`config.mk`:
```
export PLATFORM = sky130hd
export DESIGN_NAME = mdmf_cell
export DESIGN_NICKNAME = d
export VERILOG_FILES = /design/src/hw/rtl/mdmf_pkg.sv /design/src/hw/rtl/mdmf_cell.sv
export SDC_FILE = /design/constraint.sdc
export NUM_CORES = 1
export LEC_CHECK = 0
export BUFFER_PORTS_ARGS = -buffer_cell sky130_fd_sc_hd__buf_2
export CORE_MARGIN = 4
export CORE_UTILIZATION = 43
export DETAILED_ROUTE_END_ITERATION = 10
export GPL_ROUTABILITY_DRIVEN = 0
export PLACE_DENSITY_LB_ADDON = 0.08
export SYNTH_ARGS = -nofsm -noshare
export SYNTH_HDL_FRONTEND = slang
export SYNTH_SLANG_ARGS = --single-unit
```
`constraint.sdc`:
```
create_clock -name aclk -period 0.9 [get_ports aclk]
set_input_delay 0.09 -clock aclk [delete_from_list [all_inputs] [get_ports aclk]]
set_output_delay 0.09 -clock aclk [all_outputs]
set_load 0.005 [all_outputs]
```
`src/hw/rtl/mdmf_pkg.sv`:
```
package mdmf_pkg;

    // Command codes carried in the kind field.
    typedef enum logic [1:0] {
        KIND_CHECK  = 2'd0,
        KIND_SET    = 2'd1,
        KIND_DELETE = 2'd2,
        KIND_CLEAR  = 2'd3
    } kind_t;

    // Configuration register indexes.
    localparam logic [0:0] REG_GATEWAY_FLOOR = 1'd0;
    localparam logic [0:0] REG_MAX_GAP       = 1'd1;

    // Sequencer states.
    typedef enum logic [2:0] {
        ST_IDLE,
        ST_TSCAN,
        ST_DECIDE,
        ST_WSCAN,
        ST_WPUSH
    } state_t;

endpackage

```
`src/hw/rtl/mdmf_cell.sv`:
```
// One cell of a rotating chain. Each cell holds one (origin, number) pair and
// hands it to its neighbor every cycle while the chain rotates; the filter applies the
// current command to the pair as it leaves the head cell.
module mdmf_cell
    import mdmf_pkg::*;
(
    input  logic        aclk,
    input  logic        aresetn,
    input  logic        shift,
    input  logic        load,
    input  logic [15:0] org_in,
    input  logic [15:0] seq_in,
    input  logic        vld_in,
    output logic [15:0] org_out,
    output logic [15:0] seq_out,
    output logic        vld_out
);

    logic [15:0] org_reg;
    logic [15:0] seq_reg;
    logic        vld_reg;

    // Take the input pair on each rotation step or load.
    always_ff @(posedge aclk) begin
        if (!aresetn) begin
            org_reg <= '0;
            seq_reg <= '0;
            vld_reg <= 1'b0;
        end else if (shift || load) begin
            org_reg <= org_in;
            seq_reg <= seq_in;
            vld_reg <= vld_in;
        end
    end

    assign org_out = org_reg;
    assign seq_out = seq_reg;
    assign vld_out = vld_reg;

endmodule

```
Word-level counts from Yosys, hierarchy flattened --
Index checks and enable logic that the tools add are counted.
Storage, ports and cells: register bits 33, bits of input ports 37, output and inout port bits 33, word-level logic and storage cells 4
Cells by class: reduce and logical (&&, ||, !) cells 1
Operators with widths (number):
- 1-bit logical OR | 1

Logic depth before layout (Yosys ltp) --
depth in word-level cells 1, mapped depth 4, mapped depth without buffers 2

Worst setup path after synthesis --
OpenSTA, ideal clock, no wires.
path kind input -> register, from in shift, to reg seq_reg[10] (netlist: seq_out[10]), setup time 0.069 ns, arrival 0.715 ns, data required time 0.831 ns, setup slack 0.116 ns, cell stages on the path 4, buffers on the path 2, path through buf_2 or2_4 buf_6 o21ai_1
On the way: cells in the longest elaborated chain, start to end 1
Ends and longest elaborated chain:
- start, declared | RTL line mdmf_cell.sv:9 | input logic shift,
- 1-bit logical OR | RTL line mdmf_cell.sv:29 | end else if (shift || load) begin
- end signal, assigned | RTL line mdmf_cell.sv:31 | seq_reg <= seq_in;
- end, declared | RTL line mdmf_cell.sv:20 | logic [15:0] seq_reg;
No other way between the ends. A chain may end at the register's enable or synchronous reset.

Worst setup path after layout --
from reg seq_reg[5] (netlist: seq_out[5]), to out seq_out[5]
RTL lines:
- end, declared | RTL line mdmf_cell.sv:15 | output logic [15:0] seq_out,
No word-level cell between the ends.

==> impl_results.md <==
- Layout cells sized above 1: 49.6%
- Nets: 275
- TritonCTS Sinks: 33
- Detailed Route WL: 3650 um
- Crit share post-route: 96.4%
- Worst-Skew Late Latency: 0.33 ns
- Area Growth Syn to Fin: 56.2%
- First-pass GRT wire length: 5870 um
- Top cells by count, synth: dfxtp_1 (33), nand2_1 (33), o211ai_1 (33)
- Total Power: 0.00301 W
- Crit path DAT: 0.78 ns
- Wire per inst: 13.6 um
- WHS: 0.0136 ns
- Slew Limit Fails: 0
- Clock slew at reported path FFs: 0.09 ns
- Status: completed
- DR pass1 iterations: 4
- Worst-Margin Slew: 0.353 ns
- Input/output buffers: 69
- I/O pin total: 70
- Final setup fails: 0
- Htree depth: 2
- Die width: 63.2 um
- Seq/Total Area, Yosys: 50.4%
- Unrepaired setup endpoints after global routing: true
- Cell family with most CP delay: flip-flops
- Final instance area: 2050 um2
- Synth top area cells: dfxtp_1 (50%), o211ai_1 (19%), o21ai_1 (11%)
- Max Fanout on Critical Path: 2
- Yosys reg bits: 33
- Async S/R FF share, synth: 0%
- Synth Net Count: 188
- Vias in the first global route: 1349
- Syn Area/Cell: 8.68 um2
- Vias per cell: 5.32
- Clock Tree Buf Depth: 2
- Crit-path max cell delay: 0.33 ns
- Finished Layout Cells: 269
- Relative slew slack: 76.5%
- Pin count of the biggest net entering global routing: 47
- Die span in y: 63.2 um
- Total grt overflow: 0
- Initial Util: 46.4%
- Hold path depth: 3
- Post-synth top flop: dfxtp_1
- Yosys top cell by area: dfxtp_1
- Initial DRC count: 113
- Post-DP HPWL: 2250 um
- Core area: 2830 um2
- Crit path kind: flip-flop to output port
- Placed insts: 239
- Finished Core Util: 72.4%
- Vias: 1432
- Distinct cells, synth: 10
- Maxcap violations: 0
- Critical-path cell list: buf_2
- Post-Syn Instances: 151
- Crit path buffers/inverters: 1
- CP required: 0.81 ns
- Top cell type's share of synthesized area: 50.4%
- Final Hold Viols: 0
- CP max-delay cell: dfxtp_2
- Leakage power: 0.873 nW
- YS warnings: 0
- Peak supply drop: 955 uV
- FP Rows: 19
- EDFF count, synth: 0
- Antenna violations before repair: 0
- TritonCTS buffer count: 5
- Placed cell area: 1660 um2
- Clock root cell: clkbuf_4
- Power Dens Cells: 1470 nW/um2
- HP Class: input pin to flip-flop
- Critical Path Sink Type: output port
- R2R cell count: 3
- Min Tclk post-route: 0.868 ns
- Critical Path Stages: 1
- # DRC: 0
- Diode count: 0
- Fmax: 1150 MHz
- Worst clock skew: 0 ns
- Antenna violation net count after detailed routing: 0
- Die ar.: 4000 um2
- Critical Path Start Type: flip-flop
- CTS tree: yes
- Netlist Area Pre-Place: 1310 um2
- Gr usage total: 18.5%
-- registers in the layout, summed over array words and instances, names as in the netlist --
register,count
seq_out,16
org_out,16
vld_out,1
-- power breakdown --
group          internal (W)  total [W]  switching, W
Combinational      0.000315   0.000562      0.000247
Sequential          0.00158    0.00163     0.0000530
Clock              0.000368   0.000818      0.000449
Total               0.00226    0.00301      0.000749
-- cells by family after synthesis --
logic type,share of synthesized area (%)
AO/OA/AOI/OAI,31.5
flip-flops,50.4
AND/OR/NAND/NOR,10.1
buffers and inverters,8.02
-- path summary, 6_finish.rpt --
kind                                    end        start  slack, ns
worst max-delay path             seq_out[5]   seq_out[5]       0.03
worst max register to register   org_out[4]   org_out[4]       0.22
worst min register to register  org_out[14]  org_out[14]       0.44
worst min-delay path            seq_out[13]   seq_in[13]       0.01
-- cell type report --
type | instances | area (um2)
Clock buffer | 7 | 55.1
Fill cell | 224 | 781
Multi-Input combinational cell | 100 | 546
Sequential cell | 33 | 702
Tap cell | 31 | 38.8
Timing Repair Buffer | 98 | 707
-- cells in the final DEF, fill, tap and decap left out, drive strengths merged --
cell type	n
buf	78
nand2	33
o211ai	33
dfxtp	33
o21ai	33
dlygate4sd3	20
clkbuf	7
or2	1
-- metal layers --
layer  vias to the layer above  wire length [um]  track usage, %  share of wire [%]
li1                        717                 -               -                  -
met1                       646              1510            20.6                 41
met2                        60              1790            31.0                 49
met3                         9               281            7.99                7.7
met4                         0                65            7.28                1.8
met5                         -                 0               0                  0
-- what timing repair did --
item / 4_1_cts / 5_1_grt
gates resized for setup: 2 / 42
hold buffers: 20 / 0
hold endpoints to repair: 20 / 0
setup endpoints to repair: 2 / 33
setup buffers: 0 / 3
-- through the flow --
stage                     setup slack [ns]  TNS (ns)
after global routing               -0.0278    -0.229
final                               0.0324         0
after floorplan                      0.116         0
after detailed placement            0.0234         0
after CTS                          0.00318         0
after global placement              0.0729         0
Power figures use the tool's default switching activity.
